==> config.mk <==
export PLATFORM = sky130hd
export DESIGN_NAME = bpsu_stream_ctrl
export DESIGN_NICKNAME = d
export VERILOG_FILES = /design/src/hw/rtl/bpsu_pkg.sv /design/src/hw/rtl/bpsu_stream_ctrl.sv
export SDC_FILE = /design/constraint.sdc
export NUM_CORES = 1
export LEC_CHECK = 0
export ABC_AREA = 1
export BUFFER_PORTS_ARGS = -buffer_cell sky130_fd_sc_hd__buf_2
export CAP_MARGIN = 20
export CORE_UTILIZATION = 57
export CTS_CLUSTER_DIAMETER = 100
export DETAILED_ROUTE_END_ITERATION = 8
export GPL_TIMING_DRIVEN = 0
export PLACE_DENSITY = 0.79
export SYNTH_ARGS = -nofsm -noshare
export SYNTH_HDL_FRONTEND = slang
export SYNTH_SLANG_ARGS = --single-unit
export TNS_END_PERCENT = 50
==> constraint.sdc <==
create_clock -name clk -period 3.3 [get_ports clk]
set_clock_uncertainty 0.1 [all_clocks]
set_input_delay 0.33 -clock clk [delete_from_list [all_inputs] [get_ports clk]]
set_output_delay 0.33 -clock clk [all_outputs]
set_load 0.1 [all_outputs]
==> src/hw/rtl/bpsu_pkg.sv <==
// ----------------------------------------------------------------------------
// bpsu_pkg
// Shared types and constants for the BMP pixel stream unpacker.
// ----------------------------------------------------------------------------
package bpsu_pkg;

    localparam int BYTE_W    = 8;
    localparam int CFG_W     = 14;
    localparam int CFG_IDX_W = 2;
    localparam int COLOR_W   = 3 * BYTE_W;

    // Luma weights in 0.8 fixed point, plus the rounding bias
    localparam logic [7:0] GRAY_WT_R = 8'd54;
    localparam logic [7:0] GRAY_WT_G = 8'd184;
    localparam logic [7:0] GRAY_WT_B = 8'd18;
    localparam logic [7:0] GRAY_BIAS = 8'd128;

    // Configuration register indexes
    typedef enum logic [CFG_IDX_W-1:0] {
        CFG_PIXEL_DEPTH  = 2'd0,
        CFG_IMAGE_WIDTH  = 2'd1,
        CFG_IMAGE_HEIGHT = 2'd2,
        CFG_GRAY_OUTPUT  = 2'd3
    } cfg_index_t;

    // Input beat kinds
    typedef enum logic {
        CMD_PIXEL   = 1'b0,
        CMD_PALETTE = 1'b1
    } cmd_t;

    // Position within a 24-bit pixel (file order blue, green, red)
    typedef enum logic [1:0] {
        PHASE_BLUE  = 2'd0,
        PHASE_GREEN = 2'd1,
        PHASE_RED   = 2'd2
    } phase_t;

    typedef struct packed {
        logic              pixel_depth;
        logic [CFG_W-1:0]  image_width;
        logic [CFG_W-1:0]  image_height;
        logic              gray_output;
    } cfg_t;

    // Pixel in flight between the stream control and the color stage
    typedef struct packed {
        logic [BYTE_W-1:0] red;
        logic [BYTE_W-1:0] green;
        logic [BYTE_W-1:0] blue;
        logic              from_palette;
        logic              pal_miss;
        logic              gray;
        logic              end_of_row;
        logic              end_of_image;
    } pix_t;

endpackage

==> src/hw/rtl/bpsu_stream_ctrl.sv <==
// ----------------------------------------------------------------------------
// bpsu_stream_ctrl
// Byte stream tracking: padding skip, 24-bit gathering, row and image
// counters. Registers one pixel per completed pixel beat.
// ----------------------------------------------------------------------------
module bpsu_stream_ctrl
    import bpsu_pkg::*;
#(
    parameter int PALETTE_SIZE  = 256,
    parameter int MAX_DIMENSION = 16383
) (
    input  logic              clk,
    input  logic              rst_n,
    input  cfg_t              cfg,
    input  logic              in_valid,
    output logic              in_ready,
    input  logic              cmd,
    input  logic [BYTE_W-1:0] data_byte,
    input  logic              s1_ready,
    output logic              s1_valid,
    output pix_t              s1_pix
);

    localparam int DIM_W = $clog2(MAX_DIMENSION + 1);
    localparam int CMP_W = ((DIM_W > CFG_W) ? DIM_W : CFG_W) + 1;
    localparam logic [CMP_W-1:0] MAX_DIM_EXT = CMP_W'(MAX_DIMENSION);
    localparam logic [BYTE_W:0]  PAL_LIMIT   = (BYTE_W + 1)'(PALETTE_SIZE);

    phase_t            phase_reg, phase_next;
    logic [BYTE_W-1:0] held_blue_reg, held_blue_next;
    logic [BYTE_W-1:0] held_green_reg, held_green_next;
    logic [DIM_W-1:0]  col_reg, col_next;
    logic [DIM_W-1:0]  row_reg, row_next;
    logic [1:0]        pad_reg, pad_next;
    logic              done_reg, done_next;
    logic              s1_valid_reg, s1_valid_next;
    pix_t              s1_pix_reg, s1_pix_next;

    logic              accept;
    logic              produce;
    logic              eor;
    logic              eoi;
    logic [CMP_W-1:0]  width_eff;
    logic [CMP_W-1:0]  height_eff;
    logic [CMP_W-1:0]  col_inc;
    logic [CMP_W-1:0]  row_inc;
    logic [1:0]        row_bytes_lsb;

    assign in_ready = !s1_valid_reg || s1_ready;
    assign accept   = in_valid && in_ready;

    // Effective dimensions: zero acts as one, large values saturate
    always_comb
    begin
        width_eff  = CMP_W'(cfg.image_width);
        height_eff = CMP_W'(cfg.image_height);
        if (width_eff == '0)
        begin
            width_eff = CMP_W'(1);
        end
        else if (width_eff > MAX_DIM_EXT)
        begin
            width_eff = MAX_DIM_EXT;
        end
        if (height_eff == '0)
        begin
            height_eff = CMP_W'(1);
        end
        else if (height_eff > MAX_DIM_EXT)
        begin
            height_eff = MAX_DIM_EXT;
        end
    end

    assign col_inc = CMP_W'(col_reg) + CMP_W'(1);
    assign row_inc = CMP_W'(row_reg) + CMP_W'(1);
    assign eor     = (col_inc >= width_eff);
    assign eoi     = eor && (row_inc >= height_eff);

    // Row length in bytes mod 4: width*3 in 24-bit mode, width in 8-bit mode
    assign row_bytes_lsb = cfg.pixel_depth
                         ? (width_eff[1:0] + {width_eff[0], 1'b0})
                         : width_eff[1:0];

    // Stream state update
    always_comb
    begin
        phase_next      = phase_reg;
        held_blue_next  = held_blue_reg;
        held_green_next = held_green_reg;
        col_next        = col_reg;
        row_next        = row_reg;
        pad_next        = pad_reg;
        done_next       = done_reg;
        produce         = 1'b0;

        if (accept && (cmd == CMD_PIXEL) && !done_reg)
        begin
            if (pad_reg != 2'd0)
            begin
                pad_next = pad_reg - 2'd1;
            end
            else if (cfg.pixel_depth)
            begin
                unique case (phase_reg)
                    PHASE_BLUE:
                    begin
                        held_blue_next = data_byte;
                        phase_next     = PHASE_GREEN;
                    end
                    PHASE_GREEN:
                    begin
                        held_green_next = data_byte;
                        phase_next      = PHASE_RED;
                    end
                    default:
                    begin
                        phase_next = PHASE_BLUE;
                        produce    = 1'b1;
                    end
                endcase
            end
            else
            begin
                phase_next = PHASE_BLUE;
                produce    = 1'b1;
            end

            if (produce)
            begin
                if (eor)
                begin
                    col_next = '0;
                    if (eoi)
                    begin
                        done_next = 1'b1;
                        row_next  = '0;
                    end
                    else
                    begin
                        row_next = row_inc[DIM_W-1:0];
                        pad_next = 2'd0 - row_bytes_lsb;
                    end
                end
                else
                begin
                    col_next = col_inc[DIM_W-1:0];
                end
            end
        end
    end

    // Pixel register toward the color stage
    always_comb
    begin
        s1_valid_next = produce || (s1_valid_reg && !s1_ready);
        s1_pix_next   = s1_pix_reg;
        if (produce)
        begin
            s1_pix_next.red          = data_byte;
            s1_pix_next.green        = held_green_reg;
            s1_pix_next.blue         = held_blue_reg;
            s1_pix_next.from_palette = !cfg.pixel_depth;
            s1_pix_next.pal_miss     = ({1'b0, data_byte} >= PAL_LIMIT);
            s1_pix_next.gray         = cfg.gray_output;
            s1_pix_next.end_of_row   = eor;
            s1_pix_next.end_of_image = eoi;
        end
    end

    always_ff @(posedge clk or negedge rst_n)
    begin
        if (!rst_n)
        begin
            phase_reg      <= PHASE_BLUE;
            held_blue_reg  <= '0;
            held_green_reg <= '0;
            col_reg        <= '0;
            row_reg        <= '0;
            pad_reg        <= '0;
            done_reg       <= 1'b0;
            s1_valid_reg   <= 1'b0;
        end
        else
        begin
            phase_reg      <= phase_next;
            held_blue_reg  <= held_blue_next;
            held_green_reg <= held_green_next;
            col_reg        <= col_next;
            row_reg        <= row_next;
            pad_reg        <= pad_next;
            done_reg       <= done_next;
            s1_valid_reg   <= s1_valid_next;
        end
    end

    always_ff @(posedge clk)
    begin
        s1_pix_reg <= s1_pix_next;
    end

    assign s1_valid = s1_valid_reg;
    assign s1_pix   = s1_pix_reg;

    // Image end is sticky until reset
    a_done_sticky: assert property (@(posedge clk) disable iff (!rst_n)
        done_reg |=> done_reg)
        else $error("image done flag cleared without reset");

    // Padding is only skipped between whole pixels
    a_pad_phase: assert property (@(posedge clk) disable iff (!rst_n)
        (pad_reg != 2'd0) |-> (phase_reg == PHASE_BLUE))
        else $error("padding pending in mid pixel");

    // A stalled pixel holds until the color stage takes it
    a_s1_hold: assert property (@(posedge clk) disable iff (!rst_n)
        (s1_valid_reg && !s1_ready) |=> (s1_valid_reg && $stable(s1_pix_reg)))
        else $error("stalled pixel lost or changed");

endmodule

======== Yosys cells after proc, flatten, opt, wreduce, memory -nomap -nowiden ========
Cells that the tools add are included.
storage, ports and cells
  bits in registers ....................... 78
  bits of input ports ..................... 43
  output and inout bits ................... 31
  word-level logic and storage cells ...... 63
operators by class
  add/sub/neg operators ................... 5
  magnitude comparators ................... 2
  eq/ne operators ......................... 1
  mux-type cells .......................... 16
  bitwise operators ....................... 2
  reductions and logical operators ........ 22
operator list
  kind                                                                    number
  14-bit 2-to-1 mux                                                       4
  14-bit by 1-bit adder with 15-bit output (second input constant)        2
  15-bit greater-or-equal comparator                                      2
  14-bit logical NOT                                                      2
  2-bit 2-to-1 mux                                                        6
  4-bit AND reduction                                                     3
  1-bit logical AND                                                       5
  1-bit 2-to-1 mux                                                        5
  1-bit logical NOT                                                       4
  2-bit one-hot mux with 2 select lines                                   1
  2-bit AND reduction                                                     2
  3-bit AND reduction                                                     1
  2-bit adder                                                             1
  2-bit by 1-bit equality test with 1-bit output (second input constant)  1
  2-bit logical NOT                                                       1
  1-bit logical OR                                                        2
  1-bit NOT                                                               2
  2-bit nonzero test                                                      1
  2-bit OR reduction                                                      1
  1-bit by 2-bit subtractor with 2-bit output (first input constant)      1
  2-bit by 1-bit subtractor with 2-bit output (second input constant)     1

======== Depth between registers and ports, before layout ========
Gate-level depths: netlist of run 1.
  depth after elaboration ................. 8
  gate-level depth with buffers ........... 21
  depth with buffers taken out ............ 20

======== Least setup slack after synthesis of run 1 ========
No wires, ideal clock.
  kind .................................... reg-to-reg
  start ................................... reg s1_valid_reg (netlist: s1_valid)
  end ..................................... reg s1_pix_reg (netlist bit s1_pix[0]) (enable)
  setup time .............................. 0.401 ns
  arrival ................................. 3.081 ns
  required time ........................... 2.799 ns
  path slack .............................. -0.282 ns
  cell stages (with the launch flop) ...... 9
  path buffers ............................ 1
  clock period less this slack ............ 3.582 ns
  cells stage by stage .................... dfrtp_1 > inv_1 > nor2_1 > inv_1 > nand2_1 > inv_1 > nand2_2 > inv_1 > clkbuf_1
on the way
  cells in the longest elaborated chain, start to end .. 6
ends and longest elaborated chain
  what                             line                     RTL
  start: declaration               bpsu_stream_ctrl.sv:36   logic s1_valid_reg, s1_valid_next;
  start signal: assignment         bpsu_stream_ctrl.sv:193  s1_valid_reg <= s1_valid_next;
  1-bit logical NOT                bpsu_stream_ctrl.sv:49   assign in_ready = !s1_valid_reg || s1_ready;
  1-bit logical OR                 bpsu_stream_ctrl.sv:49
  via in_ready                     bpsu_stream_ctrl.sv:16   output logic in_ready,
  1-bit logical AND                bpsu_stream_ctrl.sv:50   assign accept = in_valid && in_ready;
  1-bit logical AND (2 in series)  bpsu_stream_ctrl.sv:97   if (accept && (cmd == CMD_PIXEL) && !done_reg)
  1-bit 2-to-1 mux                 bpsu_stream_ctrl.sv:97
  via produce                      bpsu_stream_ctrl.sv:40   logic produce;
  end signal: assignment           bpsu_stream_ctrl.sv:199  s1_pix_reg <= s1_pix_next;
  end: declaration                 bpsu_stream_ctrl.sv:37   pix_t s1_pix_reg, s1_pix_next;
The timed path passes the listed nets, and every way through them passes these cells.
A chain may end at the register's enable or synchronous reset.

======== Worst setup path after layout of run 1 ========
  start ................................... reg col_reg[0]
  end ..................................... reg row_reg[7]
on the way
  cells in the longest elaborated chain, start to end .. 4
  elaborated cells between the ends (all ways) .. 5
  those cells by class .................... add/sub (1); order compare (1); mux (1); reduce/logical (2)
ends and longest elaborated chain
  what                                        line                     RTL
  start: declaration                          bpsu_stream_ctrl.sv:32   logic [DIM_W-1:0] col_reg, col_next;
  start signal: assignment                    bpsu_stream_ctrl.sv:189  col_reg <= col_next;
  14-bit by 1-bit adder with 15-bit output *  bpsu_stream_ctrl.sv:75   assign col_inc = CMP_W'(col_reg) + CMP_W'(1);
  15-bit greater-or-equal comparator *        bpsu_stream_ctrl.sv:77   assign eor = (col_inc >= width_eff);
  via eor                                     bpsu_stream_ctrl.sv:41   logic eor;
  1-bit logical AND                           bpsu_stream_ctrl.sv:78   assign eoi = eor && (row_inc >= height_eff);
  14-bit 2-to-1 mux                           bpsu_stream_ctrl.sv:134  if (eoi)
  end signal: assignment                      bpsu_stream_ctrl.sv:190  row_reg <= row_next;
  end: declaration                            bpsu_stream_ctrl.sv:33   logic [DIM_W-1:0] row_reg, row_next;
The timed path passes the listed nets; every way through them passes the cells marked *.

==> summary.txt, run 1 <==
Run status
  • Status: completed

Global route
  • Overflow after GRT: 0
  • Initial antenna violation count: 0
  • Vias in the first global route: 2947
  • Largest net degree at the start of global routing: 51
  • First-pass GRT wire length: 13400 µm
  • GRT Overall Usage: 22.3%

Timing
  • Setup TNS Final: 0 ps
  • Fmax: 0.326 GHz
  • Endpoints failing hold: 0
  • Slew Limit Fails: 0
  • Endpoints failing setup: 0
  • Final period util: 92.9%
  • Normalized max-slew margin: a little over two fifths
  • Unrepaired setup endpoints after global routing: no
  • Slew @ Worst Pin: 854 ps
  • Minimum clock period: 3070 ps
  • Setup WS post-layout: 233 ps

Layout
  • Share of post-route cells with drive strength above 1: 21.1%
  • Max reg flops: 28
  • Antenna diode count: 0
  • Nets: 655
  • Commonest cells after routing, fill and taps aside: 123 x nand2_1, 89 x inv_1, 72 x buf_2
  • Layout area overhead: 16.3%
  • Most common cell after layout, fill and taps aside: nand2_1

Place
  • Place WS: around 220 ps
  • Routability congestion estimate: 0.841
  • Detailed Place HPWL: 6290 µm
  • Buffers on Ports: between 70 and 80

Synth
  • Asr flop ratio synth: 64.1%
  • Post-synth EDFFs: 28
  • Post-Syn Area per Cell: 8.77 µm²
  • Compound-cell area share of the yosys netlist: 7.21%
  • Largest family of logic cells by synthesized area: simple AND/OR/NAND/NOR gates
  • Netlist cell types: 33
  • Synth Area in Simple Gates: between 20% and 30%
  • Post-Synthesis Cells: 497
  • Mapped Nets: 570
  • Yosys warns: 0
  • Post-Synth Adder-Cell Area: roughly 8.6%
  • Mux cell area share after synthesis: 0%
  • Register area share after synthesis: between 40% and 50%
  • Mapped Area: 4360 µm²
  • Synth Area in XOR/XNOR: 4.82%
  • FF+latch count, synth: a little under 80
  • Main synth FF type: dfrtp_1

Setup path
  • Worst r2r path cells: 16
  • CP max stage delay: 440 ps
  • Critical-path top delay cell: dfrtp_1
  • Critical Path Start Type: register
  • Crit Path Class: reg2reg
  • Crit path DAT: 3200 ps
  • Cell Chain, Critical Path: ha_1 > nand2_2 > nor2_4 > nand2_4 > nor4_1 > xor2_1 > ha_1 > nand3_1 > nand3b_1 > nor2_1 > nand3_4 > nand2_8 > inv_6 > buf_12 > o21ai_2 > inv_2
  • Worst Path Required: 3440 ps
  • Worst Setup End Kind: register
  • Most used cell along the critical path: ha_1
  • Top fanout value on the critical path: 10

Job
  • Max cap viols: 0

Pwr
  • Pleak: around 2.6 nW
  • Comb pwr share: 37.1%
  • Sw Share: 41.4%
  • VDD IR-drop max: 0.357 mV
  • Power per cell area: 679 nW/µm²
  • Switching Power: roughly 0.0014 W
  • Pwr Total: approximately 0.0034 W
  • Sequential share of power: 43.5%
  • Clock share of power: 19.4%
  • Pint: 0.00202 W

Clock network
  • Worst-case clock buffer depth: 2
  • CTS root buffer: clkbuf_8
  • H-tree Lvls: 3
  • CTS tree: built
  • Clock sinks: 78
  • # Post-CTS Setup Buffers: 0
  • Clk Latency, worst-skew pair: between 300 and 400 ps
  • CTS Buf Count: 9
  • Worst-path clk slew: 90 ps

Drt
  • Per-cell routed wire length: 12.0 µm
  • Drt pass-1 iters: 4
  • Via count: 3383
  • Antenna Violating Nets Remaining: 0
  • DRC viols: 0
  • Total wire length: around 8300 µm
  • Routed vias/inst: slightly below 5
  • Initial DRC Count: 150

Floorplan
  • DIE AREA: 8000 µm²
  • Io pins: 74
  • # rows: 31
  • Core area: ~7300 µm²
  • Die X: roughly 89 µm
  • Die height: 89.4 µm
  • Initial Util: 59.4%

Worst hold path
  • Min-Delay Path Class: in2reg
  • Hold path depth: 1
-- cells in the mapped netlist (2+ instances only) --
cell type	n	area [µm²]
a21oi_1	11	55.1
clkbuf_1	3	11.3
dfrtp_1	50	1250
edfxtp_1	28	841
ha_1	30	375
inv_1	89	334
inv_2	3	11.3
nand2_1	123	462
nand2_2	5	31.3
nand2_4	3	33.8
nand3_1	22	110
nand4_1	9	56.3
nor2_1	31	116
nor2_2	3	18.8
nor2_4	4	45.0
nor3_1	4	20.0
nor4_1	2	12.5
o21ai_0	33	165
o21ai_2	8	70.1
xnor2_1	4	35.0
xor2_1	20	175
-- kinds of logic after synthesis --
kind of cell,count (synthesis)
AO/OA/AOI/OAI,55
XOR/XNOR,24
adder cells (fa/ha/maj),30
buffers and inverters,99
flip-flops,78
other,1
AND/OR/NAND/NOR,210
-- metal layers --
metal / track usage (%) / vias to the layer above / routed length [µm]
met5: 0 / - / 0
met4: 4.33 / 0 / 46
met3: 5.17 / 6 / 405
met2: 36.4 / 84 / 3960
met1: 30.7 / 1545 / 3850
li1: - / 1748 / -
-- worst max-delay path, delay by kind of cell, from the launching register on --
family	cells	cell delay (ps)
AND/OR/NAND/NOR	9	1240
adder cells (fa/ha/maj)	2	520
flip-flops	1	440
XOR/XNOR	1	290
buffers and inverters	3	240
AO/OA/AOI/OAI	1	120
-- power by group through the flow --
stage	clock (W)	sequential, W	combinational (W)
4_1_cts	0.000682	0.00149	0.00128
3_3_place_gp	0	0.00149	0.00121
5_1_grt	0.000720	0.00153	0.00144
2_1_floorplan	0	0.00169	0.000794
6_report	0.000667	0.00150	0.00128
3_5_place_dp	0	0.00151	0.00127
-- stage by stage --
step	std cells	cell area, µm²	hold WS (ps)	util, %
6_report	686	5070	58.7	69.1
3_3_place_gp	668	4840	331	66.1
5_1_grt	686	5070	43.3	69.1
3_5_place_dp	668	4840	331	66.1
4_1_cts	684	5030	48.7	68.6
2_1_floorplan	497	4360	-65.6	-
-- what timing repair did --
action,CTS,global route
endpoints found under the setup margin,0,11
endpoints found under the hold margin,0,21
resized for setup,0,2
hold buffers,0,1
-- area by class of cell --
class / count / area, µm²
fill: 598 / 2260
multi-input combinational: 320 / 1870
tap: 99 / 124
sequential: 78 / 2090
buffer: 6 / 51.3
clock inverter: 7 / 63.8
timing repair buffer: 74 / 390
inverter: 93 / 354
clock buffer: 9 / 124
-- path summary, 6_finish.rpt --
check                                   from          endpoint  slack [ps]
setup / recovery                  col_reg[0]        row_reg[7]         230
hold reg to reg            held_green_reg[0]        s1_pix[13]         350
max in group asynchronous              rst_n  held_blue_reg[7]        2160
setup reg to reg                  col_reg[0]        row_reg[7]         230
min in group asynchronous              rst_n       col_reg[10]         390
hold / removal                        cfg[0]         s1_pix[2]          60
Power figures use the tool's default switching activity.
==> run 2: changes to the inputs <==
Settings changed: CAP_MARGIN 20 to not set, CORE_ASPECT_RATIO set to 0.75.
==> run 2 against run 1 <==
  * Fmax rose by 2.0%
  * Register-to-register slack improved by 60 ps
  * Worst setup slack improved by 60 ps
  * Flip-flop and latch count did not move
  * Count of clock-buffer cells in the layout did not move
  * Non-clock buffer count fell by 2
  * Via count rose by 0.95%
  * Largest power group unchanged
==> summary.txt, run 2 (same netlist as run 1, synthesis figures left out) <==
Run status
  • Status: completed

Layout
  • Max reg flops: 28
  • Layout area overhead: 15.6%
  • Nets: 653
  • Most common cell after layout, fill and taps aside: nand2_1
  • Antenna diode count: 0
  • Commonest cells after routing, fill and taps aside: 123 x nand2_1, 89 x inv_1, 72 x buf_2
  • Share of post-route cells with drive strength above 1: 21.0%
  • Final core utilization: 68.4%

Clock network
  • CTS tree: built
  • Worst-path clk slew: 90 ps
  • CTS Hold Bufs: 0
  • H-tree Lvls: 3
  • Worst-case clock buffer depth: 2
  • Post-CTS sizing: 0
  • Clock sinks: about 80
  • CTS Buf Count: 9
  • Clk Latency, worst-skew pair: 350 ps
  • # Post-CTS Setup Buffers: 0
  • CTS root buffer: clkbuf_8

Pwr
  • Pleak: 2.63 nW
  • Pint: 0.00202 W
  • Sequential share of power: 43.4%
  • Sw Share: 41.7%
  • Clock share of power: 19.5%
  • VDD IR-drop max: about 0.30 mV
  • Comb pwr share: a little under two fifths
  • Power per cell area: 685 nW/µm²
  • Switching Power: 0.00144 W

Timing
  • Endpoints failing hold: 0
  • Minimum clock period: between 3000 and 4000 ps
  • Setup TNS Final: 0 ps
  • Final period util: 91.1%
  • Slew @ Worst Pin: 1120 ps
  • Endpoints failing setup: 0
  • Normalized max-slew margin: 25.7%
  • Unrepaired setup endpoints after global routing: no
  • Slew Limit Fails: 0
  • Fmax: 0.333 GHz

Setup path
  • Worst r2r path cells: 16
  • Crit-path leading delay family: simple AND/OR/NAND/NOR gates
  • CP max stage delay: 420 ps
  • Critical Path Start Type: register
  • Worst Setup End Kind: register
  • Reg2reg setup slack: 290 ps
  • Worst reg2reg endpoint: row_reg[6]
  • Most used cell along the critical path: ha_1
  • Crit path DAT: between 3000 and 4000 ps
  • Worst Path Required: 3450 ps
  • Cell Chain, Critical Path: ha_1 > nand2_2 > nor2_4 > nand2_4 > nor4_1 > xor2_1 > ha_1 > nand3_1 > nand3b_1 > nor2_1 > nand3_4 > nand2_8 > inv_6 > buf_12 > o21ai_2 > inv_1
  • Buffer and inverter count on the worst path: 3
  • Crit Path Class: reg2reg
  • Critical-path top delay cell: dfrtp_1
  • Top fanout value on the critical path: 10
  • FF-to-FF Start: col_reg[0]

Global route
  • Overflow after GRT: 0
  • GRT busiest layer: met2
  • Largest net degree at the start of global routing: about 50
  • Met2 Use GR: 36.3%
  • Vias in the first global route: 3165
  • First-pass GRT wire length: 14300 µm
  • Met1 Use GR: 32.7%
  • Initial antenna violation count: 0
  • GR met3 Demand/Resource: 6.22%
  • GRT Overall Usage: 23.5%

Drt
  • DRC viols: 0
  • Via count: around 3400
  • Total wire length: approximately 8500 µm
  • Routed vias/inst: around 5.0
  • Initial DRC Count: 171
  • Antenna Violating Nets Remaining: 0
  • Per-cell routed wire length: about 12 µm
  • Drt pass-1 iters: 4

Place
  • Routability congestion estimate: 0.869
  • Buffers on Ports: 72
  • Detailed Place HPWL: 6580 µm

Worst hold path
  • HP Start: cfg[0]
  • Hold path depth: 1
  • Worst Hold End: s1_pix[2]
  • Min-Delay Path Class: in2reg

Floorplan
  • Initial Util: about three fifths
  • DIE AREA: 8000 µm²
  • Die height: 77.7 µm
  • Io pins: 74
  • # rows: 27
  • Core area: 7360 µm²
  • Die X: about 100 µm

Job
  • Max cap viols: 0
[run 2: cell types whose count changed in the layout (fill, tap and decap cells not counted), sizes merged]
cell         delta
buf             -1
dlygate4sd3     -1
[run 2: stage by stage]
stage                     power (W)  setup WS [ps]  instances  hold slack [ps]  cell area (µm²)
after floorplan             0.00249            184        497            -65.6             4360
after global placement      0.00272            200        670              332             4850
after detailed placement    0.00280            170        670              340             4850
after CTS                   0.00347            154        686             33.4             5030
after global routing        0.00372           2.60        686             34.0             5040
final                       0.00345            293        686             47.4             5040
[run 2: cell type report]
class,count,area (µm²)
flip-flops and latches,78,2090
clock buffers,9,124
repair buffers,72,360
inverters,93,354
multi-input cells,320,1870
clock inverters,7,63.8
fillers,590,2320
plain buffers,6,51.3
well taps,101,126
[run 2: power by group through the flow]
stage          clock network [W]  logic (W)  registers, W
2_1_floorplan                  0   0.000794       0.00169
3_3_place_gp                   0    0.00122       0.00150
3_5_place_dp                   0    0.00128       0.00151
6_report                0.000673    0.00128       0.00150
4_1_cts                 0.000688    0.00129       0.00150
5_1_grt                 0.000733    0.00146       0.00153
[run 2: per-layer routing]
metal	vias up	share of wire, %
met1	1566	48
met4	0	1.3
met5	-	0
met3	13	5.7
met2	95	45
li1	1741	-
[run 2: how the worst max path moves through the flow]
| stage | startpoint | end | slack (ps) | cells past startpoint |
|---|---|---|---|---|
| after global routing | col_reg[2] | row_reg[2] | 3 | 16 |
| after CTS | row_reg[0] | s1_pix[0] | 150 | 15 |
| after floorplan | s1_valid | s1_pix[0] | 180 | 8 |
| after detailed placement | row_reg[0] | s1_pix[0] | 170 | 15 |
| after global placement | row_reg[0] | s1_pix[0] | 200 | 15 |
| final | col_reg[0] | row_reg[6] | 290 | 16 |
