`config.mk`:
```
export PLATFORM = sky130hd
export DESIGN_NAME = bpsu_color
export DESIGN_NICKNAME = d
export VERILOG_FILES = /design/src/hw/rtl/bpsu_pkg.sv /design/src/hw/rtl/bpsu_color.sv
export SDC_FILE = /design/constraint.sdc
export NUM_CORES = 1
export LEC_CHECK = 0
export ABC_CLOCK_PERIOD_IN_PS = 2050
export BUFFER_PORTS_ARGS = -buffer_cell sky130_fd_sc_hd__buf_2
export CAP_MARGIN = 25
export CORE_MARGIN = 2
export CORE_UTILIZATION = 31
export CTS_BUF_LIST = sky130_fd_sc_hd__clkbuf_4 sky130_fd_sc_hd__clkbuf_8
export CTS_CLUSTER_DIAMETER = 30
export DETAILED_ROUTE_END_ITERATION = 12
export PLACE_DENSITY_LB_ADDON = 0.15
export SLEW_MARGIN = 20
export SYNTH_ARGS = -nofsm -noshare
export SYNTH_HDL_FRONTEND = slang
export SYNTH_SLANG_ARGS = --single-unit
```
`constraint.sdc`:
```
create_clock -name clk -period 2.05 [get_ports clk]
set_clock_uncertainty 0.2 [all_clocks]
set_input_delay 0.1025 -clock clk [delete_from_list [all_inputs] [get_ports clk]]
set_output_delay 0.1025 -clock clk [all_outputs]
set_load 0.02 [all_outputs]
```
`src/hw/rtl/bpsu_pkg.sv`:
```
// ----------------------------------------------------------------------------
// bpsu_pkg
// Shared types and constants for the BMP pixel stream unpacker.
// ----------------------------------------------------------------------------
package bpsu_pkg;

    localparam int BYTE_W    = 8;
    localparam int CFG_W     = 14;
    localparam int CFG_IDX_W = 2;
    localparam int COLOR_W   = 3 * BYTE_W;

    // Luma weights in 0.8 fixed point, plus the rounding bias
    localparam logic [7:0] GRAY_WT_R = 8'd54;
    localparam logic [7:0] GRAY_WT_G = 8'd184;
    localparam logic [7:0] GRAY_WT_B = 8'd18;
    localparam logic [7:0] GRAY_BIAS = 8'd128;

    // Configuration register indexes
    typedef enum logic [CFG_IDX_W-1:0] {
        CFG_PIXEL_DEPTH  = 2'd0,
        CFG_IMAGE_WIDTH  = 2'd1,
        CFG_IMAGE_HEIGHT = 2'd2,
        CFG_GRAY_OUTPUT  = 2'd3
    } cfg_index_t;

    // Input beat kinds
    typedef enum logic {
        CMD_PIXEL   = 1'b0,
        CMD_PALETTE = 1'b1
    } cmd_t;

    // Position within a 24-bit pixel (file order blue, green, red)
    typedef enum logic [1:0] {
        PHASE_BLUE  = 2'd0,
        PHASE_GREEN = 2'd1,
        PHASE_RED   = 2'd2
    } phase_t;

    typedef struct packed {
        logic              pixel_depth;
        logic [CFG_W-1:0]  image_width;
        logic [CFG_W-1:0]  image_height;
        logic              gray_output;
    } cfg_t;

    // Pixel in flight between the stream control and the color stage
    typedef struct packed {
        logic [BYTE_W-1:0] red;
        logic [BYTE_W-1:0] green;
        logic [BYTE_W-1:0] blue;
        logic              from_palette;
        logic              pal_miss;
        logic              gray;
        logic              end_of_row;
        logic              end_of_image;
    } pix_t;

endpackage

```
`src/hw/rtl/bpsu_color.sv`:
```
// ----------------------------------------------------------------------------
// bpsu_color
// Picks palette or direct color, applies the gray conversion and holds the
// result in the output register.
// ----------------------------------------------------------------------------
module bpsu_color
    import bpsu_pkg::*;
(
    input  logic               clk,
    input  logic               rst_n,
    input  logic               s1_valid,
    output logic               s1_ready,
    input  pix_t               s1_pix,
    input  logic [COLOR_W-1:0] pal_rdata,
    output logic               out_valid,
    input  logic               out_ready,
    output logic [BYTE_W-1:0]  red,
    output logic [BYTE_W-1:0]  green,
    output logic [BYTE_W-1:0]  blue,
    output logic               end_of_row,
    output logic               end_of_image
);

    logic              out_valid_reg, out_valid_next;
    logic [BYTE_W-1:0] red_reg, green_reg, blue_reg;
    logic [BYTE_W-1:0] red_next, green_next, blue_next;
    logic              eor_reg, eoi_reg;
    logic              load;
    logic [BYTE_W-1:0] r_sel, g_sel, b_sel;
    logic [15:0]       gray_sum;

    assign s1_ready = !out_valid_reg || out_ready;
    assign load     = s1_valid && s1_ready;

    // Color source: palette entry (zero beyond the palette) or gathered bytes
    always_comb
    begin
        if (s1_pix.from_palette)
        begin
            if (s1_pix.pal_miss)
            begin
                r_sel = '0;
                g_sel = '0;
                b_sel = '0;
            end
            else
            begin
                r_sel = pal_rdata[3*BYTE_W-1:2*BYTE_W];
                g_sel = pal_rdata[2*BYTE_W-1:BYTE_W];
                b_sel = pal_rdata[BYTE_W-1:0];
            end
        end
        else
        begin
            r_sel = s1_pix.red;
            g_sel = s1_pix.green;
            b_sel = s1_pix.blue;
        end
    end

    // Luma: (54r + 184g + 18b + 128) >> 8, never above 255
    assign gray_sum = (16'(GRAY_WT_R) * 16'(r_sel)) + (16'(GRAY_WT_G) * 16'(g_sel))
                    + (16'(GRAY_WT_B) * 16'(b_sel)) + 16'(GRAY_BIAS);

    always_comb
    begin
        if (s1_pix.gray)
        begin
            red_next   = gray_sum[15:8];
            green_next = gray_sum[15:8];
            blue_next  = gray_sum[15:8];
        end
        else
        begin
            red_next   = r_sel;
            green_next = g_sel;
            blue_next  = b_sel;
        end
    end

    assign out_valid_next = load || (out_valid_reg && !out_ready);

    always_ff @(posedge clk or negedge rst_n)
    begin
        if (!rst_n)
        begin
            out_valid_reg <= 1'b0;
        end
        else
        begin
            out_valid_reg <= out_valid_next;
        end
    end

    always_ff @(posedge clk)
    begin
        if (load)
        begin
            red_reg   <= red_next;
            green_reg <= green_next;
            blue_reg  <= blue_next;
            eor_reg   <= s1_pix.end_of_row;
            eoi_reg   <= s1_pix.end_of_image;
        end
    end

    assign out_valid    = out_valid_reg;
    assign red          = red_reg;
    assign green        = green_reg;
    assign blue         = blue_reg;
    assign end_of_row   = eor_reg;
    assign end_of_image = eoi_reg;

endmodule

```
Word-level counts from Yosys, hierarchy flattened
Cells that the tools add are included.

Register bits after elaboration: 27. Word-level logic and storage cells: 27. Input bits: 57.

Mux-type cells: 9. $add $sub $neg: 3. Multiply operators: 3. Reductions and logical operators: 6.

Operators by type and width (number): two-way mux 8 bit (9); multiplier 5 x 8 -> 13 bit, first input constant (2); adder 14 x 16 -> 16 bit (1); adder 16 x 13 -> 16 bit (1); adder 16 x 8 -> 16 bit, second input constant (1); multiplier 4 x 8 -> 12 bit, first input constant (1); logical AND 1 bit (2); logical NOT 1 bit (2); logical OR 1 bit (2).

Longest topological paths before layout
Gate-level depths: netlist of the first run.

Depth in word-level cells: 7. Mapped depth: 29. Mapped depth without buffers: 25.

Worst setup path before layout of the first run
No wires, ideal clock.

Path type: input port to flip-flop. Start point: input s1_pix[4] in the netlist's numbering. End point: register blue_reg[7], in the netlist blue[7] (data pin). Path slack: -4570 ps. Buffers on the path: 4. Data required time: 1573 ps. Library setup time: 277 ps. Cell stages on the path: 27. Data arrival time: 6143 ps. Cell sequence: buf_2 and2b_1 clkbuf_1 clkbuf_1 a21oi_1 inv_1 ha_1 fa_1 inv_1 fa_1 inv_1 ha_1 and2_1 a311o_1 a21oi_1 xor2_1 fa_1 inv_1 ha_1 ha_1 clkbuf_1 nand2_1 nor3_1 o31a_1 o221ai_1 nor4_1 a211oi_1.

Longest elaborated chain between the ends: 6.

RTL lines: start, declared (RTL line bpsu_color.sv:13) `input pix_t s1_pix,`; two-way mux 8 bit (RTL line bpsu_color.sv:38) `if (s1_pix.from_palette)`; multiplier 5 x 8 -> 13 bit (RTL line bpsu_color.sv:62) `assign gray_sum = (16'(GRAY_WT_R) * 16'(r_sel)) + (16'(GRAY_WT_G) * 16'(g_sel))`; adder 14 x 16 -> 16 bit (RTL line bpsu_color.sv:62); adder 16 x 13 -> 16 bit (RTL line bpsu_color.sv:63) `+ (16'(GRAY_WT_B) * 16'(b_sel)) + 16'(GRAY_BIAS);`; adder 16 x 8 -> 16 bit (RTL line bpsu_color.sv:63); two-way mux 8 bit (*) (RTL line bpsu_color.sv:67) `if (s1_pix.gray)`; net blue_next[7] (RTL line bpsu_color.sv:26) `logic [BYTE_W-1:0] red_next, green_next, blue_next;`; end signal, assigned (RTL line bpsu_color.sv:101) `blue_reg <= blue_next;`; end, declared (RTL line bpsu_color.sv:25) `logic [BYTE_W-1:0] red_reg, green_reg, blue_reg;`.

The timed path passes the listed nets; every way through them passes the cells marked *. A chain may end at the register's enable or synchronous reset.

Worst setup path after layout of the first run
Start point: input s1_pix[3] in the netlist's numbering. End point: register blue_reg[7], in the netlist blue[7] (data pin).

Longest elaborated chain between the ends: 7.

RTL lines: two-way mux 8 bit (RTL line bpsu_color.sv:40) `if (s1_pix.pal_miss)`; two-way mux 8 bit (RTL line bpsu_color.sv:38); multiplier 5 x 8 -> 13 bit (RTL line bpsu_color.sv:62); adder 14 x 16 -> 16 bit (RTL line bpsu_color.sv:62); adder 16 x 13 -> 16 bit (RTL line bpsu_color.sv:63); adder 16 x 8 -> 16 bit (RTL line bpsu_color.sv:63); two-way mux 8 bit (*) (RTL line bpsu_color.sv:67); net blue_next[7] (RTL line bpsu_color.sv:26).

Marks and branches as above.

==> results.sh, run 1 <==
export IMPL_tightest_slew_ns=0.628
export IMPL_timing_rr_start="out_valid"
export IMPL_finalSetupViolCount=24
export IMPL_worstSetupStartpoint="s1_pix[3]"
export IMPL_via_per_inst=4.81
export IMPL_wl_microns=14700
export IMPL_drt_iter0_markers=153
export IMPL_grt_usage_pct=18.7
export IMPL_min_period_ns=5.46
export IMPL_drc_errors=0
export IMPL_synth_area_per_cell_sq_um=8.92
export IMPL_maxSlewViolCount=0
export IMPL_final_cells=917
export IMPL_r2r_cells=3
export IMPL_die_w_microns=125
export IMPL_max_slew_margin_pct=57.7
export IMPL_synth_cell_area_sq_um=4530
export IMPL_die_area_sq_um=15600
export IMPL_synth_top_flop_cell="edfxtp_1"
export IMPL_status="finished, violations left"
export IMPL_crit_end="blue[7]"
export IMPL_path_clk_slew_ns=0.09
export IMPL_cts_buffers=3
export IMPL_grt_ovfl_total=0
export IMPL_start_kind="primary input"
export IMPL_start_util_pct=31.4
export IMPL_clk_path_buf_depth=2
export IMPL_critPathMaxFanout=7
export IMPL_max_freq_mhz=183
export IMPL_cts_root_buf="clkbuf_8"
export IMPL_grt_setup_unrepaired="true"
export IMPL_diodes=0
export IMPL_portBuffers=84
export IMPL_nets=907
export IMPL_clock_sinks=27
export IMPL_place_congestion=0.830
export IMPL_synth_edf_count=26
export IMPL_place_ws_ns=-3.96
export IMPL_endpoint_kind="register"
export IMPL_crit_type="primary input to register"
export IMPL_dr_total_vias=4415
export IMPL_synth_fp_nets=681
export IMPL_reg2reg_to="red[1]"
export IMPL_layout_cells_most_common="buf_4"
export IMPL_final_cell_mix="131 x buf_4, 82 x buf_2, 71 x inv_1, 62 x ha_1, 28 x nand2_1"
export IMPL_worstSkewPairLatency_ns=0.26
export IMPL_rrSetupSlack_ns=0.58
export IMPL_cts_tree="yes"
export IMPL_grt_max_degree=27
export IMPL_synth_seq_cells=27
export IMPL_ys_warn_count=0
export IMPL_htree_num_levels=1
export IMPL_coreArea_sq_um=14400
export IMPL_yosysUniqueCellTypes=60
export IMPL_dp_cells=892
export IMPL_synth_cells=508
export IMPL_finalCritPeriodShare_pct=266
export IMPL_row_count=44
export IMPL_io_pins=85
export IMPL_violations="setup timing"
export IMPL_antenna_found_initial=0
export IMPL_grt_pass1_vias=4599
export IMPL_wire_per_inst_microns=16.1
export IMPL_syn_to_final_growth_pct=59.2
export IMPL_postRouteAntennaNets=0
export IMPL_die_y_microns=125
export IMPL_hpwl_microns=12600
export IMPL_ys_seq_area_share_pct=17.8
export IMPL_async_flop_share_pct=3.70
export IMPL_finalWorstSetupSlack_ns=-3.41
export IMPL_hold_path_class="primary input to register"
export IMPL_firstDrtPassIters=4
export IMPL_required_ns=1.87
export IMPL_grt_pass1_wl_microns=23500
export IMPL_finalHoldViolations=0
export IMPL_worstPathArrival_ns=5.27
export IMPL_drv_cap=0
export IMPL_drive_above_1_share_pct=47.9
per-layer routing:
metal	up-vias	global-route usage, %	share of wire (%)
li1	2229	-	-
met1	2090	25.4	47
met2	90	33.8	49
met3	6	1.55	3.5
met4	0	1.50	0.52
met5	-	0	0
timing repair:
item                                   in CTS  in global routing
hold buffers                                6                  0
gates resized for setup                    77                 29
endpoints found under the hold margin       4                  0
buffers inserted                           10                  8
pin swaps                                  30                  9
setup endpoints to repair                  24                 24
critical path, stage by stage:
cell and delay, ns:
buf_8 0.10, and2b_4 0.30, buf_12 0.15, nand2_1 0.09, o21ai_4 0.11, ha_4 0.24, fa_1 0.51, inv_1 0.05
fa_1 0.50, inv_2 0.05, ha_4 0.22, and2_1 0.13, a311o_1 0.32, a21oi_2 0.15, xor2_1 0.20, fa_1 0.45
inv_2 0.08, ha_4 0.20, ha_4 0.29, nand2_4 0.06, nor3_4 0.22, o31a_1 0.16, o221ai_2 0.10, buf_4 0.16
nor4_4 0.24, a211oi_1 0.09
worst min path at each step:
stage / startpoint / end / slack (ns) / depth (start not counted)
global placement: rst_n / out_valid / -0.32 / 1
floorplan: rst_n / out_valid / -0.39 / 0
global route: pal_rdata[5] / blue[5] / 0.16 / 4
detailed placement: rst_n / out_valid / -0.32 / 1
CTS: pal_rdata[5] / blue[5] / 0.14 / 4
finish: pal_rdata[5] / blue[5] / 0.14 / 4
Yosys cell counts (3+ instances only):
| master | n | area [sq um] |
|---|---|---|
| mux2_2 | 3 | 33.8 |
| nand3_1 | 5 | 25.0 |
| nor3_1 | 12 | 60.1 |
| a21o_1 | 7 | 52.6 |
| fa_1 | 28 | 561 |
| nor4_1 | 3 | 18.8 |
| o211ai_1 | 8 | 60.1 |
| o311a_1 | 3 | 30.0 |
| o21bai_1 | 3 | 22.5 |
| o31ai_1 | 3 | 22.5 |
| xnor2_1 | 10 | 87.6 |
| o21a_1 | 7 | 52.6 |
| and2_1 | 4 | 25.0 |
| a21oi_1 | 33 | 165 |
| nand3b_1 | 5 | 37.5 |
| nand2b_1 | 7 | 43.8 |
| nor2_1 | 16 | 60.1 |
| clkbuf_1 | 10 | 37.5 |
| nand2_1 | 38 | 143 |
| or3_1 | 5 | 31.3 |
| o21ai_1 | 8 | 40.0 |
| nor2b_1 | 9 | 56.3 |
| inv_1 | 83 | 312 |
| edfxtp_1 | 26 | 781 |
| o21ai_0 | 21 | 105 |
| a21bo_1 | 7 | 70.1 |
| xor2_1 | 12 | 105 |
| ha_1 | 88 | 1100 |
| a211oi_1 | 5 | 37.5 |
cell type report:
class | instances | area (sq um)
fill | 1338 | 7210
clock buffer | 3 | 41.3
clock inverter | 1 | 7.51
multi-input combinational | 386 | 4190
timing repair buffer | 232 | 1620
sequential | 27 | 806
tap | 184 | 230
inverter | 84 | 315
metrics by stage:
step,cell area [sq um],hold WS (ns),utilization (%),TNS (ns)
floorplan,4910,-0.393,-,-78.26
global route,7210,0.161,50.0,-83.17
finish,7210,0.136,50.0,-78.61
CTS,7020,0.137,48.6,-76.36
detailed placement,6420,-0.321,44.5,-88.78
global placement,6420,-0.323,44.5,-88.02
cells by family (layout without fill, tap and decap cells):
group	count (synthesis)	count (layout)	share of synthesized area (%)
compound gates	127	127	19.2
fa+ha+maj	116	116	36.7
flops	27	27	17.8
buf+inv	95	320	7.90
xor+xnor	22	22	4.25
simple gates	117	117	13.3
mux	4	4	0.966
Power of run 1 is left out: the tool's default activity adds up to more than one toggle a clock period on the data nets, which glitch-free logic cannot reach.
==> run 2: changes to the inputs <==
--- a/config.mk
+++ b/config.mk
@@ -13,7 +13,6 @@
 export CTS_BUF_LIST = sky130_fd_sc_hd__clkbuf_4 sky130_fd_sc_hd__clkbuf_8
 export CTS_CLUSTER_DIAMETER = 30
 export DETAILED_ROUTE_END_ITERATION = 12
-export PLACE_DENSITY_LB_ADDON = 0.15
 export SLEW_MARGIN = 20
 export SYNTH_ARGS = -nofsm -noshare
 export SYNTH_HDL_FRONTEND = slang
==> results.sh, run 2 (same netlist as run 1, synthesis figures left out) <==
export IMPL_crit_slowest_cell="fa_1"
export IMPL_maxSlewViolCount=0
export IMPL_critical_path_top_delay_family="adder cells"
export IMPL_layout_cells_most_common="buf_4"
export IMPL_cts_buffers=3
export IMPL_die_area_sq_um=15600
export IMPL_htree_num_levels=1
export IMPL_antenna_found_initial=0
export IMPL_portBuffers=84
export IMPL_place_congestion=0.893
export IMPL_row_count=44
export IMPL_start_util_pct=31.4
export IMPL_worstSkewPairLatency_ns=0.28
export IMPL_path_clk_slew_ns=0.10
export IMPL_start_kind="primary input"
export IMPL_drive_above_1_share_pct=49.1
export IMPL_endpoint_kind="register"
export IMPL_dp_cells=889
export IMPL_max_freq_mhz=181
export IMPL_firstDrtPassIters=6
export IMPL_required_ns=1.89
export IMPL_wl_microns=15000
export IMPL_coreArea_sq_um=14400
export IMPL_grt_ovfl_total=0
export IMPL_dr_total_vias=4738
export IMPL_place_ws_ns=-3.88
export IMPL_finalWorstSetupSlack_ns=-3.49
export IMPL_clk_path_buf_depth=2
export IMPL_worstPathArrival_ns=5.37
export IMPL_syn_to_final_growth_pct=61.7
export IMPL_clock_sinks=27
export IMPL_grt_pass1_wl_microns=25100
export IMPL_cts_tree="yes"
export IMPL_crit_type="primary input to register"
export IMPL_finalCritPeriodShare_pct=270
export IMPL_grt_max_degree=27
export IMPL_final_core_util_pct=50.8
export IMPL_grt_pass1_vias=5136
export IMPL_hold_path_class="primary input to register"
export IMPL_diodes=0
export IMPL_io_pins=85
export IMPL_finalHoldViolations=0
export IMPL_violations="setup timing"
export IMPL_cp_num_buf_inv=7
export IMPL_hpwl_microns=11600
export IMPL_grt_setup_unrepaired="true"
export IMPL_nets=933
export IMPL_final_cells=943
export IMPL_die_y_microns=125
export IMPL_drt_iter0_markers=242
export IMPL_max_slew_margin_pct=53.9
export IMPL_cts_root_buf="clkbuf_8"
export IMPL_die_w_microns=125
export IMPL_status="finished, violations left"
export IMPL_finalSetupViolCount=24
export IMPL_tightest_slew_ns=0.684
export IMPL_final_cell_mix="159 x buf_4, 82 x buf_2, 71 x inv_1, 67 x ha_1, 31 x nand2_1"
export IMPL_postRouteAntennaNets=0
export IMPL_crit_path_max_incr_delay_ns=0.52
export IMPL_via_per_inst=5.02
export IMPL_wire_per_inst_microns=15.9
export IMPL_drv_cap=0
export IMPL_grt_usage_pct=19.5
export IMPL_drc_errors=0
export IMPL_min_period_ns=5.54
export IMPL_critPathMaxFanout=4
export IMPL_cpMostUsedCell="ha_4"
run 2: path summary, 6_finish.rpt:
kind | endpoint | slack (ns) | from | cells after the start
max | blue[7] | -3.49 | s1_pix[3] | 25
min | green[4] | 0.14 | pal_rdata[12] | 4
max reg2reg | red[1] | 0.56 | out_valid | 3
min reg2reg | end_of_image | 0.85 | out_valid | 3
max in group asynchronous | out_valid | 1.11 | rst_n | 3
min in group asynchronous | out_valid | 0.44 | rst_n | 3
run 2: area by class of cell:
class                      count  area (sq um)
fill                        1268          7100
multi-input combinational    386          4100
timing repair buffer         258          1830
sequential                    27           806
inverter                      84           315
tap                          184           230
clock buffer                   3          41.3
clock inverter                 1          7.51
run 2: routing by layer:
| metal | track usage (%) | vias to the layer above | wire [microns] |
|---|---|---|---|
| met1 | 22.8 | 2246 | 6050 |
| met2 | 35.9 | 159 | 7610 |
| met5 | 0 | - | 0 |
| li1 | - | 2287 | - |
| met3 | 2.06 | 46 | 624 |
| met4 | 9.22 | 0 | 720 |
run 2: timing repair:
item,CTS,global route
gates resized for setup,68,28
endpoints found under the hold margin,4,0
endpoints found under the setup margin,24,24
buffers inserted,45,3
pin swaps,48,31
gates cloned,1,0
hold buffers,6,0
run 2: through the flow:
step | setup TNS [ns] | hold WS, ns | instance area [sq um]
after floorplan | -78.26 | -0.393 | 4910
after global placement | -87.84 | -0.322 | 6380
after detailed placement | -88.71 | -0.317 | 6380
after CTS | -77.19 | 0.152 | 7190
after global routing | -84.24 | 0.179 | 7330
final | -79.10 | 0.141 | 7330
run 2: worst reg2reg max path, cell delays in order (launching register included):
cell,delay (ns)
dfrtp_1,0.40
nand2b_1,0.11
and2_1,0.13
buf_4,0.32
Power of run 2 is left out for the same reason.
==> run 3: changes to the inputs <==
--- a/config.mk
+++ b/config.mk
@@ -13,6 +13,7 @@
 export CTS_BUF_LIST = sky130_fd_sc_hd__clkbuf_4 sky130_fd_sc_hd__clkbuf_8
 export CTS_CLUSTER_DIAMETER = 30
 export DETAILED_ROUTE_END_ITERATION = 12
+export SETUP_SLACK_MARGIN = 0.5
 export SLEW_MARGIN = 20
 export SYNTH_ARGS = -nofsm -noshare
 export SYNTH_HDL_FRONTEND = slang
==> results.sh, run 3 (same netlist as run 1, synthesis figures left out) <==
export IMPL_status="finished, violations left"
export IMPL_violations="setup timing"
export IMPL_clk_path_buf_depth=2
export IMPL_worstPathArrival_ns=5.39
export IMPL_cts_tree="yes"
export IMPL_endpoint_kind="register"
export IMPL_max_freq_mhz=183
export IMPL_critical_path_top_delay_family="adder cells"
export IMPL_cts_root_buf="clkbuf_8"
export IMPL_row_count=44
export IMPL_grt_ovfl_total=0
export IMPL_cts_buffers=3
export IMPL_worstSetupStartpoint="s1_pix[3]"
export IMPL_die_y_microns=125
export IMPL_drt_iter0_markers=219
export IMPL_hold_path_startpoint="pal_rdata[10]"
export IMPL_finalSetupViolCount=24
export IMPL_grt_max_degree=27
export IMPL_drive_above_1_share_pct=50.2
export IMPL_hold_path_class="primary input to register"
export IMPL_drv_cap=0
export IMPL_antenna_found_initial=0
export IMPL_required_ns=1.98
export IMPL_nets=907
export IMPL_grt_pass1_wl_microns=23500
export IMPL_finalHoldViolations=0
export IMPL_place_congestion=0.851
export IMPL_via_per_inst=4.97
export IMPL_final_cells=917
export IMPL_crit_type="primary input to register"
export IMPL_grt_usage_pct=18.3
export IMPL_wire_per_inst_microns=15.8
export IMPL_max_slew_margin_pct=58.7
export IMPL_finalWorstSetupSlack_ns=-3.42
export IMPL_die_w_microns=125
export IMPL_worstSkewPairLatency_ns=0.28
export IMPL_crit_slowest_cell="fa_1"
export IMPL_postRouteAntennaNets=0
export IMPL_design_area_sq_um=7430
export IMPL_timing_rr_start="out_valid"
export IMPL_tightest_slew_ns=0.614
export IMPL_cpMostUsedCell="ha_4"
export IMPL_grt_setup_unrepaired="true"
export IMPL_io_pins=85
export IMPL_htree_num_levels=1
export IMPL_dr_total_vias=4561
export IMPL_start_util_pct=31.4
export IMPL_dp_cells=884
export IMPL_drc_errors=0
export IMPL_min_period_ns=5.47
export IMPL_syn_to_final_growth_pct=63.9
export IMPL_crit_path_max_incr_delay_ns=0.54
export IMPL_wl_microns=14500
export IMPL_portBuffers=84
export IMPL_finalCritPeriodShare_pct=267
export IMPL_start_kind="primary input"
export IMPL_critPathMaxFanout=5
export IMPL_placedInstanceArea_sq_um=6380
export IMPL_nFillCells=1243
export IMPL_diodes=0
export IMPL_layout_cells_most_common="buf_4"
export IMPL_maxSlewViolCount=0
export IMPL_cp_num_buf_inv=6
export IMPL_path_clk_slew_ns=0.09
export IMPL_die_area_sq_um=15600
export IMPL_final_cell_mix="127 x buf_4, 82 x buf_2, 71 x inv_1, 58 x ha_1, 30 x ha_4"
export IMPL_hpwl_microns=11900
export IMPL_coreArea_sq_um=14400
export IMPL_grt_pass1_vias=4873
export IMPL_firstDrtPassIters=4
export IMPL_clock_sinks=27
run 3: repair_timing:
| action | 4_1_cts | 5_1_grt |
|---|---|---|
| gates resized for setup | 60 | 69 |
| hold buffers | 6 | 0 |
| endpoints found under the setup margin | 24 | 24 |
| pin swaps | 45 | 49 |
| hold endpoints to repair | 4 | 0 |
| setup buffers | 12 | 10 |
| cloned | 1 | 0 |
run 3: final cells by class:
type                    instances  area [sq um]  share of cell area [%]
repair buffers                232          1660                    22.3
clock buffers                   3          41.3                   0.556
well taps                     184           230                    3.10
flip-flops and latches         27           806                    10.9
multi-input cells             386          4370                    58.8
clock inverters                 1          7.51                   0.101
inverters                      84           318                    4.28
run 3: path summary, 6_finish.rpt:
path | depth (start not counted) | slack (ns) | endpoint
setup / recovery | 25 | -3.42 | green[7]
hold / removal | 5 | 0.16 | green[2]
setup reg to reg | 3 | 0.64 | out_valid
hold reg to reg | 2 | 0.71 | end_of_image
max in group asynchronous | 3 | 1.10 | out_valid
min in group asynchronous | 3 | 0.45 | out_valid
run 3: stage by stage:
step / setup slack (ns) / util [%] / hold WS (ns) / setup TNS, ns
finish: -3.42 / 51.5 / 0.162 / -75.37
global route: -3.61 / 51.5 / 0.212 / -79.44
CTS: -3.42 / 48.2 / 0.145 / -77.63
detailed placement: -3.84 / 44.2 / -0.321 / -86.72
global placement: -3.75 / 44.2 / -0.322 / -85.81
floorplan: -3.57 / - / -0.393 / -78.26
run 3: routing by layer:
metal	vias up	part of all wire [%]	GRT usage (%)
met5	-	0	0
met4	0	3.0	5.75
met3	26	4.2	1.68
met2	114	51	34.0
met1	2190	42	22.1
li1	2231	-	-
run 3: tightest hold or removal path, delay by kind of cell:
kind                   cells  cell delay (ns)
AOI/OAI and AO/OA          2             0.22
and+or+nand+nor            2             0.10
buffers and inverters      1             0.10
Power of run 3 is left out for the same reason.
